--- src/rtl/length_prefix_deframer_defines.svh ---
// Assertion helpers used by the deframer RTL.
`ifndef LENGTH_PREFIX_DEFRAMER_DEFINES_SVH
`define LENGTH_PREFIX_DEFRAMER_DEFINES_SVH

// Same-cycle implication, checked outside reset.
`define LPD_ASSERT_NOW(lbl, clk, rst_n, ante, cons) \
    lbl: assert property (@(posedge clk) disable iff (!(rst_n)) (ante) |-> (cons)) \
        else $error("deframer check failed");

// Next-cycle implication, checked outside reset.
`define LPD_ASSERT_NEXT(lbl, clk, rst_n, ante, cons) \
    lbl: assert property (@(posedge clk) disable iff (!(rst_n)) (ante) |=> (cons)) \
        else $error("deframer check failed");

`endif

--- src/rtl/lpd_pkg.sv ---
package lpd_pkg;

    localparam int unsigned LENGTH_BYTES = 4;

    localparam int unsigned CFG_INDEX_W = 2;
    localparam int unsigned CFG_DATA_W  = 32;

    typedef logic [CFG_INDEX_W-1:0] t_cfg_index;

    localparam t_cfg_index CFG_MAGIC   = 2'd0;
    localparam t_cfg_index CFG_TIMEOUT = 2'd1;

    localparam logic [7:0]  MAGIC_RESET   = 8'd93;
    localparam logic [31:0] TIMEOUT_RESET = 32'd1000000;

    typedef logic [1:0] t_event;

    localparam t_event EV_BYTE    = 2'd0;
    localparam t_event EV_EMPTY   = 2'd1;
    localparam t_event EV_BADHDR  = 2'd2;
    localparam t_event EV_TIMEOUT = 2'd3;

    typedef logic [1:0] t_phase;

    localparam t_phase PH_HUNT    = 2'd0;
    localparam t_phase PH_LEN     = 2'd1;
    localparam t_phase PH_PAYLOAD = 2'd2;

    localparam logic        KIND_BYTE = 1'b0;
    localparam logic        KIND_TICK = 1'b1;

endpackage

--- src/rtl/lpd_in_if.sv ---
interface lpd_in_if;
    logic       valid;
    logic       ready;
    logic       kind;
    logic [7:0] byte_value;

    modport source (output valid, output kind, output byte_value, input ready);
    modport sink (input valid, input kind, input byte_value, output ready);
endinterface

--- src/rtl/lpd_out_if.sv ---
interface lpd_out_if;
    import lpd_pkg::*;

    logic        valid;
    logic        ready;
    t_event      event_res;
    logic [7:0]  payload_byte;
    logic        first_of_frame;
    logic        last_of_frame;
    logic [31:0] frame_length;

    modport source (
        output valid, output event_res, output payload_byte,
        output first_of_frame, output last_of_frame, output frame_length,
        input ready
    );
    modport sink (
        input valid, input event_res, input payload_byte,
        input first_of_frame, input last_of_frame, input frame_length,
        output ready
    );
endinterface

--- src/rtl/lpd_cfg_if.sv ---
interface lpd_cfg_if;
    import lpd_pkg::*;

    logic                  valid;
    logic                  ready;
    t_cfg_index            index;
    logic [CFG_DATA_W-1:0] data;

    modport source (output valid, output index, output data, input ready);
    modport sink (input valid, input index, input data, output ready);
endinterface

--- src/rtl/length_prefix_deframer.sv ---
// Each result is registered: it appears on o_event in the cycle after the transfer that causes it.
// Throughput: one input item per cycle; the input stalls only while a held result
// is not taken, and the result register refills in the cycle it is emptied.
// Reset (i_rst_n low at a clock edge) returns to hunting for the magic byte, drops
// any held result and restores magic 93 and a timeout of 1000000 ticks.
`include "length_prefix_deframer_defines.svh"

module length_prefix_deframer (
    input  logic       i_clk,
    input  logic       i_rst_n,
    lpd_in_if.sink     i_byte,
    lpd_cfg_if.sink    i_cfg,
    lpd_out_if.source  o_event
);
    import lpd_pkg::*;

    localparam logic [31:0] IDLE_MAX = '1;

    // Configuration registers.
    logic [7:0]  r_magic;
    logic [31:0] r_timeout;

    // Frame state.
    t_phase      r_phase,   n_phase;
    logic [2:0]  r_hdr_cnt, n_hdr_cnt;
    logic [31:0] r_len_acc, n_len_acc;
    logic [31:0] r_remain,  n_remain;
    logic [31:0] r_idle,    n_idle;

    // Result register.
    logic        r_valid;
    t_event      r_ev,    n_ev;
    logic [7:0]  r_pbyte, n_pbyte;
    logic        r_first, n_first;
    logic        r_last,  n_last;
    logic [31:0] r_flen,  n_flen;
    logic        n_emit;

    logic        in_xfer;
    logic [31:0] limit;
    logic [31:0] idle_inc;
    logic [31:0] len_shift;
    logic [2:0]  hdr_inc;

    assign i_byte.ready = !r_valid || o_event.ready;
    assign in_xfer      = i_byte.valid && i_byte.ready;
    assign i_cfg.ready  = 1'b1;

    assign limit     = (r_timeout == '0) ? 32'd1 : r_timeout;
    assign idle_inc  = (r_idle == IDLE_MAX) ? r_idle : r_idle + 32'd1;
    assign len_shift = {r_len_acc[23:0], i_byte.byte_value};
    assign hdr_inc   = r_hdr_cnt + 3'd1;

    always_comb begin
        n_phase   = r_phase;
        n_hdr_cnt = r_hdr_cnt;
        n_len_acc = r_len_acc;
        n_remain  = r_remain;
        n_idle    = r_idle;
        n_emit    = 1'b0;
        n_ev      = EV_BYTE;
        n_pbyte   = '0;
        n_first   = 1'b0;
        n_last    = 1'b0;
        n_flen    = '0;

        if (i_byte.kind == KIND_TICK) begin
            if (r_phase != PH_HUNT) begin
                if (idle_inc >= limit) begin
                    n_phase   = PH_HUNT;
                    n_hdr_cnt = '0;
                    n_len_acc = '0;
                    n_remain  = '0;
                    n_idle    = '0;
                    n_emit    = 1'b1;
                    n_ev      = EV_TIMEOUT;
                end else begin
                    n_idle = idle_inc;
                end
            end
        end else begin
            unique case (r_phase)
                PH_HUNT: begin
                    if (i_byte.byte_value == r_magic) begin
                        n_phase   = PH_LEN;
                        n_hdr_cnt = '0;
                        n_len_acc = '0;
                        n_remain  = '0;
                        n_idle    = '0;
                    end else begin
                        n_emit = 1'b1;
                        n_ev   = EV_BADHDR;
                    end
                end
                PH_LEN: begin
                    n_idle    = '0;
                    n_len_acc = len_shift;
                    n_hdr_cnt = hdr_inc;
                    if (hdr_inc >= 3'(LENGTH_BYTES)) begin
                        n_hdr_cnt = '0;
                        if (len_shift == '0) begin
                            n_phase   = PH_HUNT;
                            n_len_acc = '0;
                            n_remain  = '0;
                            n_emit    = 1'b1;
                            n_ev      = EV_EMPTY;
                            n_last    = 1'b1;
                        end else begin
                            n_phase  = PH_PAYLOAD;
                            n_remain = len_shift;
                        end
                    end
                end
                PH_PAYLOAD: begin
                    n_idle  = '0;
                    n_emit  = 1'b1;
                    n_ev    = EV_BYTE;
                    n_pbyte = i_byte.byte_value;
                    n_first = (r_remain == r_len_acc);
                    n_last  = (r_remain <= 32'd1);
                    n_flen  = r_len_acc;
                    if (r_remain <= 32'd1) begin
                        n_phase   = PH_HUNT;
                        n_hdr_cnt = '0;
                        n_len_acc = '0;
                        n_remain  = '0;
                    end else begin
                        n_remain = r_remain - 32'd1;
                    end
                end
                default: begin
                    // Unused phase code: fall back to hunting.
                    n_phase   = PH_HUNT;
                    n_hdr_cnt = '0;
                    n_len_acc = '0;
                    n_remain  = '0;
                    n_idle    = '0;
                end
            endcase
        end
    end

    always_ff @(posedge i_clk) begin
        if (!i_rst_n) begin
            r_magic   <= MAGIC_RESET;
            r_timeout <= TIMEOUT_RESET;
        end else if (i_cfg.valid && i_cfg.ready) begin
            unique case (i_cfg.index)
                CFG_MAGIC:   r_magic   <= i_cfg.data[7:0];
                CFG_TIMEOUT: r_timeout <= i_cfg.data;
                default: ;
            endcase
        end
    end

    always_ff @(posedge i_clk) begin
        if (!i_rst_n) begin
            r_phase   <= PH_HUNT;
            r_hdr_cnt <= '0;
            r_len_acc <= '0;
            r_remain  <= '0;
            r_idle    <= '0;
        end else if (in_xfer) begin
            r_phase   <= n_phase;
            r_hdr_cnt <= n_hdr_cnt;
            r_len_acc <= n_len_acc;
            r_remain  <= n_remain;
            r_idle    <= n_idle;
        end
    end

    // The result register is reloaded in the same cycle its previous content transfers out.
    always_ff @(posedge i_clk) begin
        if (!i_rst_n) begin
            r_valid <= 1'b0;
        end else if (in_xfer && n_emit) begin
            r_valid <= 1'b1;
        end else if (o_event.ready) begin
            r_valid <= 1'b0;
        end
    end

    always_ff @(posedge i_clk) begin
        if (in_xfer && n_emit) begin
            r_ev    <= n_ev;
            r_pbyte <= n_pbyte;
            r_first <= n_first;
            r_last  <= n_last;
            r_flen  <= n_flen;
        end
    end

    assign o_event.valid          = r_valid;
    assign o_event.event_res      = r_ev;
    assign o_event.payload_byte   = r_pbyte;
    assign o_event.first_of_frame = r_first;
    assign o_event.last_of_frame  = r_last;
    assign o_event.frame_length   = r_flen;

    `LPD_ASSERT_NOW(a_err_no_payload, i_clk, i_rst_n,
        r_valid && (r_ev == EV_BADHDR || r_ev == EV_TIMEOUT),
        r_pbyte == '0 && !r_first && !r_last && r_flen == '0)
    `LPD_ASSERT_NOW(a_hunt_clean, i_clk, i_rst_n,
        r_phase == PH_HUNT,
        r_idle == '0 && r_remain == '0 && r_hdr_cnt == '0)
    `LPD_ASSERT_NOW(a_hdr_cnt_range, i_clk, i_rst_n,
        1'b1, r_hdr_cnt < 3'(LENGTH_BYTES))
    `LPD_ASSERT_NEXT(a_payload_count, i_clk, i_rst_n,
        in_xfer && i_byte.kind == KIND_BYTE && r_phase == PH_PAYLOAD && r_remain > 32'd1,
        r_remain == $past(r_remain) - 32'd1 && r_phase == PH_PAYLOAD)

endmodule
--- src/flat_wrapper.sv ---
// flat-port wrapper written by rule: the top's interface ports become plain ports
module length_prefix_deframer_flat import lpd_pkg::*;
  (i_clk, i_rst_n, i_byte_valid, i_byte_kind, i_byte_byte_value, i_byte_ready, i_cfg_valid, i_cfg_index, i_cfg_data, i_cfg_ready, o_event_valid, o_event_event_res, o_event_payload_byte, o_event_first_of_frame, o_event_last_of_frame, o_event_frame_length, o_event_ready);
  lpd_in_if i_byte_i ();
  lpd_cfg_if i_cfg_i ();
  lpd_out_if o_event_i ();
  input  logic i_clk;
  input  logic i_rst_n;
  input wire logic [$bits(i_byte_i.valid)-1:0] i_byte_valid;
  input wire logic [$bits(i_byte_i.kind)-1:0] i_byte_kind;
  input wire logic [$bits(i_byte_i.byte_value)-1:0] i_byte_byte_value;
  output wire logic [$bits(i_byte_i.ready)-1:0] i_byte_ready;
  input wire logic [$bits(i_cfg_i.valid)-1:0] i_cfg_valid;
  input wire logic [$bits(i_cfg_i.index)-1:0] i_cfg_index;
  input wire logic [$bits(i_cfg_i.data)-1:0] i_cfg_data;
  output wire logic [$bits(i_cfg_i.ready)-1:0] i_cfg_ready;
  output wire logic [$bits(o_event_i.valid)-1:0] o_event_valid;
  output wire logic [$bits(o_event_i.event_res)-1:0] o_event_event_res;
  output wire logic [$bits(o_event_i.payload_byte)-1:0] o_event_payload_byte;
  output wire logic [$bits(o_event_i.first_of_frame)-1:0] o_event_first_of_frame;
  output wire logic [$bits(o_event_i.last_of_frame)-1:0] o_event_last_of_frame;
  output wire logic [$bits(o_event_i.frame_length)-1:0] o_event_frame_length;
  input wire logic [$bits(o_event_i.ready)-1:0] o_event_ready;
  assign i_byte_i.valid = i_byte_valid;
  assign i_byte_i.kind = i_byte_kind;
  assign i_byte_i.byte_value = i_byte_byte_value;
  assign i_byte_ready = i_byte_i.ready;
  assign i_cfg_i.valid = i_cfg_valid;
  assign i_cfg_i.index = i_cfg_index;
  assign i_cfg_i.data = i_cfg_data;
  assign i_cfg_ready = i_cfg_i.ready;
  assign o_event_valid = o_event_i.valid;
  assign o_event_event_res = o_event_i.event_res;
  assign o_event_payload_byte = o_event_i.payload_byte;
  assign o_event_first_of_frame = o_event_i.first_of_frame;
  assign o_event_last_of_frame = o_event_i.last_of_frame;
  assign o_event_frame_length = o_event_i.frame_length;
  assign o_event_i.ready = o_event_ready;
  length_prefix_deframer u_core (.i_clk(i_clk), .i_rst_n(i_rst_n), .i_byte(i_byte_i), .i_cfg(i_cfg_i), .o_event(o_event_i));
endmodule
--- config.mk ---
export PLATFORM = sky130hd
export DESIGN_NAME = length_prefix_deframer_flat
export DESIGN_NICKNAME = d
export VERILOG_FILES = /design/src/rtl/lpd_pkg.sv /design/src/rtl/lpd_in_if.sv /design/src/rtl/lpd_out_if.sv /design/src/rtl/lpd_cfg_if.sv /design/src/rtl/length_prefix_deframer.sv /design/src/flat_wrapper.sv
export VERILOG_INCLUDE_DIRS = /design/src /design/src/rtl
export SDC_FILE = /design/constraint.sdc
export NUM_CORES = 1
export LEC_CHECK = 0
export BUFFER_PORTS_ARGS = -buffer_cell sky130_fd_sc_hd__buf_2
export CAP_MARGIN = 30
export CORE_MARGIN = 2
export CORE_UTILIZATION = 60
export CTS_BUF_LIST = sky130_fd_sc_hd__clkbuf_4 sky130_fd_sc_hd__clkbuf_8 sky130_fd_sc_hd__clkbuf_16
export DETAILED_ROUTE_END_ITERATION = 16
export PLACE_DENSITY = 0.85
export SLEW_MARGIN = 20
export SYNTH_ARGS = -nofsm -noshare
export SYNTH_HDL_FRONTEND = slang
export SYNTH_SLANG_ARGS = --single-unit
--- constraint.sdc ---
create_clock -name i_clk -period 12.3 [get_ports i_clk]
set_input_delay 2.46 -clock i_clk [delete_from_list [all_inputs] [get_ports i_clk]]
set_output_delay 2.46 -clock i_clk [all_outputs]
set_load 0.005 [all_outputs]
==> results.txt, run 1 <==
Rows - 46
Routed WL - 24.73 mm
Max cap viols - 0
Largest area contributor in the netlist - dfxtp_1
Core area - 0.01600 sq mm
Total Routing Usage GR - 28.57%
Setup Fix Bufs, Post-CTS - 0
Synth area leaders - dfxtp_1, edfxtp_1, nand2_1
Cts hold-fix bufs - 0
Final Hold Viols - 0
Crit end category - flop
DRT Pass-1 Iters - 5
H-tree lvl count - 4
P&R area growth vs syn - 12.33%
Async SR Flop Fraction - 0%
Multi-input logic area - 0.005308 sq mm
R2R setup slack - 6680 ps
Largest net degree at the start of global routing - 73
Total number of vias - 8791
Max-slew violations - 0
Synthesized instance count - 1163
Psw - 0.0002791 W
Commonest cells after routing, fill and taps aside - nand2_1, dfxtp_1, buf_2
ANT cells - 0
Worst min path class - reg2reg
Kind of critical path - reg2reg
Vias per inst - 6.038
Nets - 1316
CP max FO - 44
Num Clock Sinks - 186
Peak supply drop - 0.0001037 V
Layout cells sized above 1 - 13.23%
Setup violators final - 0
Final Hold Slack - 472.0 ps
Outcome - completed
DRC violations left - 0
Most common cell after layout, fill and taps aside - nand2_1
FF/Latch Area - 0.004164 sq mm
Initial Utilization - 61.67%
Final Skew - 11.85 ps
Critical path arrival - 5700 ps
CTS resizes - 0
RSZ-0062 raised after global routing - false
Post-synth EDFFs - 44
Switch share - 22.97%
Launch point of the worst path - u_core.r_idle[14]
Seq/Total Area, Yosys - 42.20%
Worst Setup EP - u_core.o_event.payload_byte[4]
Dpl hpwl - 17.11 mm
Worst-Margin Slew - 1025 ps
Clock buffer depth - 2
RR Endpoint - u_core.o_event.payload_byte[4]
Seq pwr share - 52.5%
Worst-skew pair later-pin latency - 440 ps
R2R cell count - 14
Reg2reg start - u_core.r_idle[14]
Vias in the first global route - 8120
WL/cell - 16.98 um
First-pass GRT wire length - 40.70 mm
Total gr overflow - 0
Ys flop type - dfxtp_1
PwrDens - 109.6 mW/mm^2
Total negative setup slack - 0 ps
Die area - 0.01749 sq mm
Number of port buffers - 93
Syn nets - 1252
Fill count - 1277
Min-delay src - u_core.r_magic[5]
FF+latch count, synth - 186
Final worst path period need - 5616 ps
Final Wtd Congestion - 0.9341
Max Freq - 0.1780 GHz
Mean post-synth cell area - 8.484 sq um
Internal - 0.0009361 W
I/O Pins - 95
Top-area cell type share of the netlist area - 28.81%
Synth cell types - 68
CTS Root Cell - clkbuf_16
CTS tree - done
CP Launch Type - flop
Netlist Area Pre-Place - 0.009867 sq mm
ANT nets after route - 0
TritonCTS Buffers - 17
Final worst path period share - 45.66%
Clock Power Share - 43.0%
Clk pin slew, worst setup/hold paths - 70 ps
Drt first-iter violations - 850
Warnings, synthesis - 0
Gate power share - 4.5%
Chip Width - 132.2 um
Crit path required time - 12380 ps
Leak Pwr - 4.279 nW
Slew margin rel. - 30.69%
Initial antenna violation count - 0
DIE HEIGHT - 132.2 um
worst max-delay path: stages, from the launching register on:
cell and delay, ps:
dfxtp_1 450, nand4_1 290, nor4_2 550, a41oi_1 410, and2_1 350, and3_1 230, xor2_1 150, ha_1 320
nand4_1 110, nor3_1 250, o2111ai_1 160, a311oi_2 860, o21ai_0 430, a21oi_4 200, buf_4 450
kinds of logic (layout without fill, tap and decap cells):
| group | after synthesis | count (layout) | share of synthesized area, % |
|---|---|---|---|
| simple gates | 484 | 484 | 24.78 |
| xor+xnor | 97 | 97 | 8.610 |
| compound gates | 238 | 238 | 14.41 |
| other cells | 1 | 1 | 0.03801 |
| mux | 2 | 2 | 0.2282 |
| fa+ha+maj | 41 | 41 | 5.199 |
| buf+inv | 114 | 191 | 4.540 |
| flops | 186 | 186 | 42.20 |
power groups by stage:
stage                     logic (W)  clock network, W  registers, W
after floorplan           0.0000294                 0      0.000651
after global placement    0.0000525                 0      0.000651
after detailed placement  0.0000541                 0      0.000651
after CTS                 0.0000547          0.000526      0.000637
after global routing      0.0000611          0.000553      0.000638
final                     0.0000548          0.000523      0.000637
through the flow:
step           total power, W  utilization (%)  cells  instance area, sq um  worst slack (ps)
2_1_floorplan       0.0006805                -   1163                  9867              6132
3_3_place_gp        0.0007034            65.46   1420                 10470              6926
3_5_place_dp        0.0007052            65.67   1423                 10510              6845
4_1_cts              0.001219            69.17   1455                 11070              6847
5_1_grt              0.001252            69.27   1456                 11080              6278
6_report             0.001215            69.27   1456                 11080              6684
synth_stat cells, drive strengths merged, types with 11 or more instances:
cell type / instances
dfxtp: 142
buf: 11
nand4: 26
nor2: 57
nor3: 25
nand2: 185
xnor2: 61
nand3: 56
clkbuf: 51
a22oi: 18
nor4: 33
a31oi: 19
a21oi: 71
o21ai: 85
ha: 41
and2: 46
edfxtp: 44
xor2: 36
inv: 52
state kept, by name (all words and copies together), names as in the netlist, 2 cells and up:
name                         count
u_core.r_hdr_cnt                 3
u_core.r_len_acc                32
u_core.r_idle                   32
u_core.o_event.frame_length     32
u_core.o_event.event_res         2
u_core.r_remain                 32
u_core.o_event.payload_byte      8
u_core.r_timeout                32
u_core.r_phase                   2
u_core.r_magic                   8
worst min path at each step:
stage / depth (start not counted) / slack, ps / endpoint
global placement: 2 / 460 / u_core.r_hdr_cnt[0]
finish: 2 / 470 / u_core.r_magic[5]
CTS: 2 / 470 / u_core.r_timeout[1]
floorplan: 2 / 450 / u_core.r_timeout[0]
global route: 2 / 500 / u_core.r_magic[1]
detailed placement: 2 / 460 / u_core.r_timeout[1]
cell type report:
cell class,instances,share of cell area [%]
flip-flops and latches,186,37.57
inverters,52,1.761
multi-input cells,863,47.89
clock inverters,13,1.084
well taps,216,2.438
repair buffers,107,5.283
clock buffers,19,3.974
metal layers:
| metal | global-route usage, % | wire length [um] | up-vias |
|---|---|---|---|
| met4 | 10.04 | 476 | 0 |
| met3 | 5.421 | 2083 | 45 |
| li1 | - | - | 4223 |
| met5 | 0 | 0 | - |
| met2 | 44.33 | 11050 | 415 |
| met1 | 40.15 | 11110 | 4108 |
No activity file was read; power rests on OpenSTA's default activity.
==> inputs of run 2 (changes only) <==
==> constraint.sdc (replaced) <==
create_clock -name i_clk -period 5.21 [get_ports i_clk]
set_input_delay 1.042 -clock i_clk [delete_from_list [all_inputs] [get_ports i_clk]]
set_output_delay 1.042 -clock i_clk [all_outputs]
set_load 0.005 [all_outputs]
==> results.txt, run 2 (synthesis results as in run 1) <==
Setup violators final - 0 (unchanged)
DRC violations left - 0 (unchanged)
Critical path arrival - 5020 ps (was 5700 ps)
Clk pin slew, worst setup/hold paths - 70 ps (about the same)
R2R setup slack - 320 ps (was 6680 ps)
Final Skew - 12.59 ps (was 11.85 ps)
CP max FO - 44 (unchanged)
Vias per inst - 6.116 (was 6.038)
Num Clock Sinks - 186 (unchanged)
Buf/Inv on CP - 2 (was 1)
Outcome - completed (unchanged)
Worst-skew pair later-pin latency - 440 ps (about the same)
Reg2reg start - u_core.r_idle[14] (unchanged)
Leak Pwr - 4.337 nW (was 4.279 nW)
Total number of vias - 8930 (was 8791)
Die area - 0.01749 sq mm (unchanged)
Chip Width - 132.2 um (unchanged)
Kind of critical path - reg2reg (unchanged)
Final Hold Slack - 470.3 ps (was 472.0 ps)
CP Launch Type - flop (unchanged)
Initial Utilization - 61.67% (unchanged)
I/O Pins - 95 (unchanged)
CTS Root Cell - clkbuf_16 (unchanged)
R2R cell count - 15 (was 14)
Total Routing Usage GR - 29.16% (was 28.57%)
RSZ-0062 raised after global routing - false (unchanged)
Slowest stage delay, CP - 450 ps (was 860 ps)
Final worst path period need - 4890 ps (was 5616 ps)
Total negative setup slack - 0 ps (unchanged)
Crit path required time - 5340 ps (was 12380 ps)
Vias in the first global route - 8138 (was 8120)
Core area - 0.01600 sq mm (unchanged)
Max Freq - 0.2045 GHz (was 0.1780 GHz)
Total gr overflow - 0 (unchanged)
Rows - 46 (unchanged)
Peak supply drop - 0.0002303 V (was 0.0001037 V)
Dpl hpwl - 17.03 mm (was 17.11 mm)
WL/cell - 17.63 um (was 16.98 um)
Drt first-iter violations - 1133 (was 850)
Most frequent cell on the critical path - nand4_1 (unchanged)
Min-delay src - u_core.r_magic[7] (was u_core.r_magic[5])
Final Hold Viols - 0 (unchanged)
CTS tree - done (unchanged)
Cts hold-fix bufs - 0 (unchanged)
DRT Pass-1 Iters - 6 (was 5)
Clock buffer depth - 2 (unchanged)
Initial antenna violation count - 0 (unchanged)
Hold path endpoint - u_core.r_magic[7] (was u_core.r_magic[5])
Most common cell after layout, fill and taps aside - nand2_1 (unchanged)
TritonCTS Buffers - 17 (unchanged)
First-pass GRT wire length - 41.26 mm (was 40.70 mm)
Crit path cell chain - nand4_1, nor4_4, a41oi_1, and2_1, and3_1, xor2_1, ha_1, nand4_1, nor3_1, o2111ai_1, a311oi_2, buf_4, o21ai_0, a21oi_4, buf_12 (was nand4_1, nor4_2, a41oi_1, and2_1, and3_1, xor2_1, ha_1, nand4_1, nor3_1, o2111ai_1, a311oi_2, o21ai_0, a21oi_4, buf_4)
Setup Fix Bufs, Post-CTS - 0 (unchanged)
Hold Path Stages - 2 (unchanged)
ANT cells - 0 (unchanged)
RR Endpoint - u_core.o_event.payload_byte[4] (unchanged)
Crit end category - flop (unchanged)
Routed WL - 25.74 mm (was 24.73 mm)
H-tree lvl count - 4 (unchanged)
ANT nets after route - 0 (unchanged)
Crit path max-delay cell type - dfxtp_1 (was a311oi_2)
Worst-Margin Slew - 999.7 ps (was 1025 ps)
Max cap viols - 0 (unchanged)
Largest net degree at the start of global routing - 56 (was 73)
CP delay by family, top - simple AND/OR/NAND/NOR gates (was compound AO/OA/AOI/OAI gates)
Worst min path class - reg2reg (unchanged)
DIE HEIGHT - 132.2 um (unchanged)
Max-slew violations - 0 (unchanged)
Nets - 1320 (was 1316)
Final worst path period share - 93.85% (was 45.66%)
P&R area growth vs syn - 13.09% (was 12.33%)
Slew margin rel. - 32.41% (was 30.69%)
Final Util - 69.74% (was 69.27%)
Setup WS post-layout - 320.4 ps (was 6684 ps)
Number of port buffers - 93 (unchanged)
Layout cells sized above 1 - 13.42% (was 13.23%)
Final Wtd Congestion - 0.9087 (was 0.9341)
Pre-CTS WS - 472.1 ps (was 6845 ps)
Commonest cells after routing, fill and taps aside - nand2_1, dfxtp_1, buf_2 (unchanged)
PwrDens - 263.6 mW/mm^2 (was 109.6 mW/mm^2)
-- run 2: cell count changes in the layout (fill, tap and decap cells not counted), sizes merged --
cell | before | now
inv | 54 | 59
clkinv | 6 | 4
buf | 107 | 110
clkinvlp | 4 | 2
bufinv | 1 | 2
o21ai | 85 | 86
clkbuf | 19 | 17
-- run 2: what timing repair did --
action | in CTS | in global routing
setup endpoints to repair | 0 | 62
hold endpoints to repair | 0 | 0
gates resized for setup | 0 | 1
-- run 2: area by class of cell --
cell class / instances / area, sq um
clock buffers: 17 / 425.4
clock inverters: 15 / 165.2
fillers: 1228 / 4842
inverters: 52 / 195.2
multi-input cells: 864 / 5321
flip-flops and latches: 186 / 4164
well taps: 216 / 270.3
repair buffers: 110 / 616.8
-- run 2: layer usage --
layer / up-vias / wire length [um] / track usage [%]
li1: 4227 / - / -
met1: 4105 / 10710 / 40.16
met2: 515 / 11740 / 45.75
met3: 83 / 2533 / 5.344
met4: 0 / 752 / 11.41
met5: - / 0 / 0
-- run 2: per-stage QoR --
step                cells  cell area [sq um]  total power, W
floorplan            1163               9878        0.001606
global placement     1425              10520        0.001663
detailed placement   1427              10550        0.001669
CTS                  1459              11140        0.002949
global route         1460              11160        0.003028
finish               1460              11160        0.002941
-- run 2: worst max-delay path by stage --
stage	startpoint	endpoint	slack [ps]	cells past startpoint
floorplan	u_core.r_idle[2]	u_core.o_event.event_res[0]	370	13
global placement	u_core.r_idle[14]	u_core.r_hdr_cnt[0]	600	16
detailed placement	u_core.r_idle[14]	u_core.r_len_acc[0]	470	16
CTS	u_core.r_idle[14]	u_core.r_len_acc[10]	310	16
global route	u_core.r_idle[14]	u_core.o_event.payload_byte[3]	50	15
finish	u_core.r_idle[14]	u_core.o_event.payload_byte[4]	320	15
-- run 2: worst register-to-register path: cells and delay by family (launching register included) --
kind	cells	cell delay, ps
AO/OA/AOI/OAI	5	1350
AND/OR/NAND/NOR	6	1790
adder cells (fa/ha/maj)	1	330
buffers and inverters	2	500
XOR/XNOR	1	150
flip-flops	1	450
-- run 2: where the power goes --
group	leakage, nW	switching [W]	total (W)	internal (W)
combinational	2.45	0.0000860	0.000134	0.0000478
sequential	1.60	0.0000114	0.00150	0.00149
clock	0.285	0.000584	0.00130	0.000719
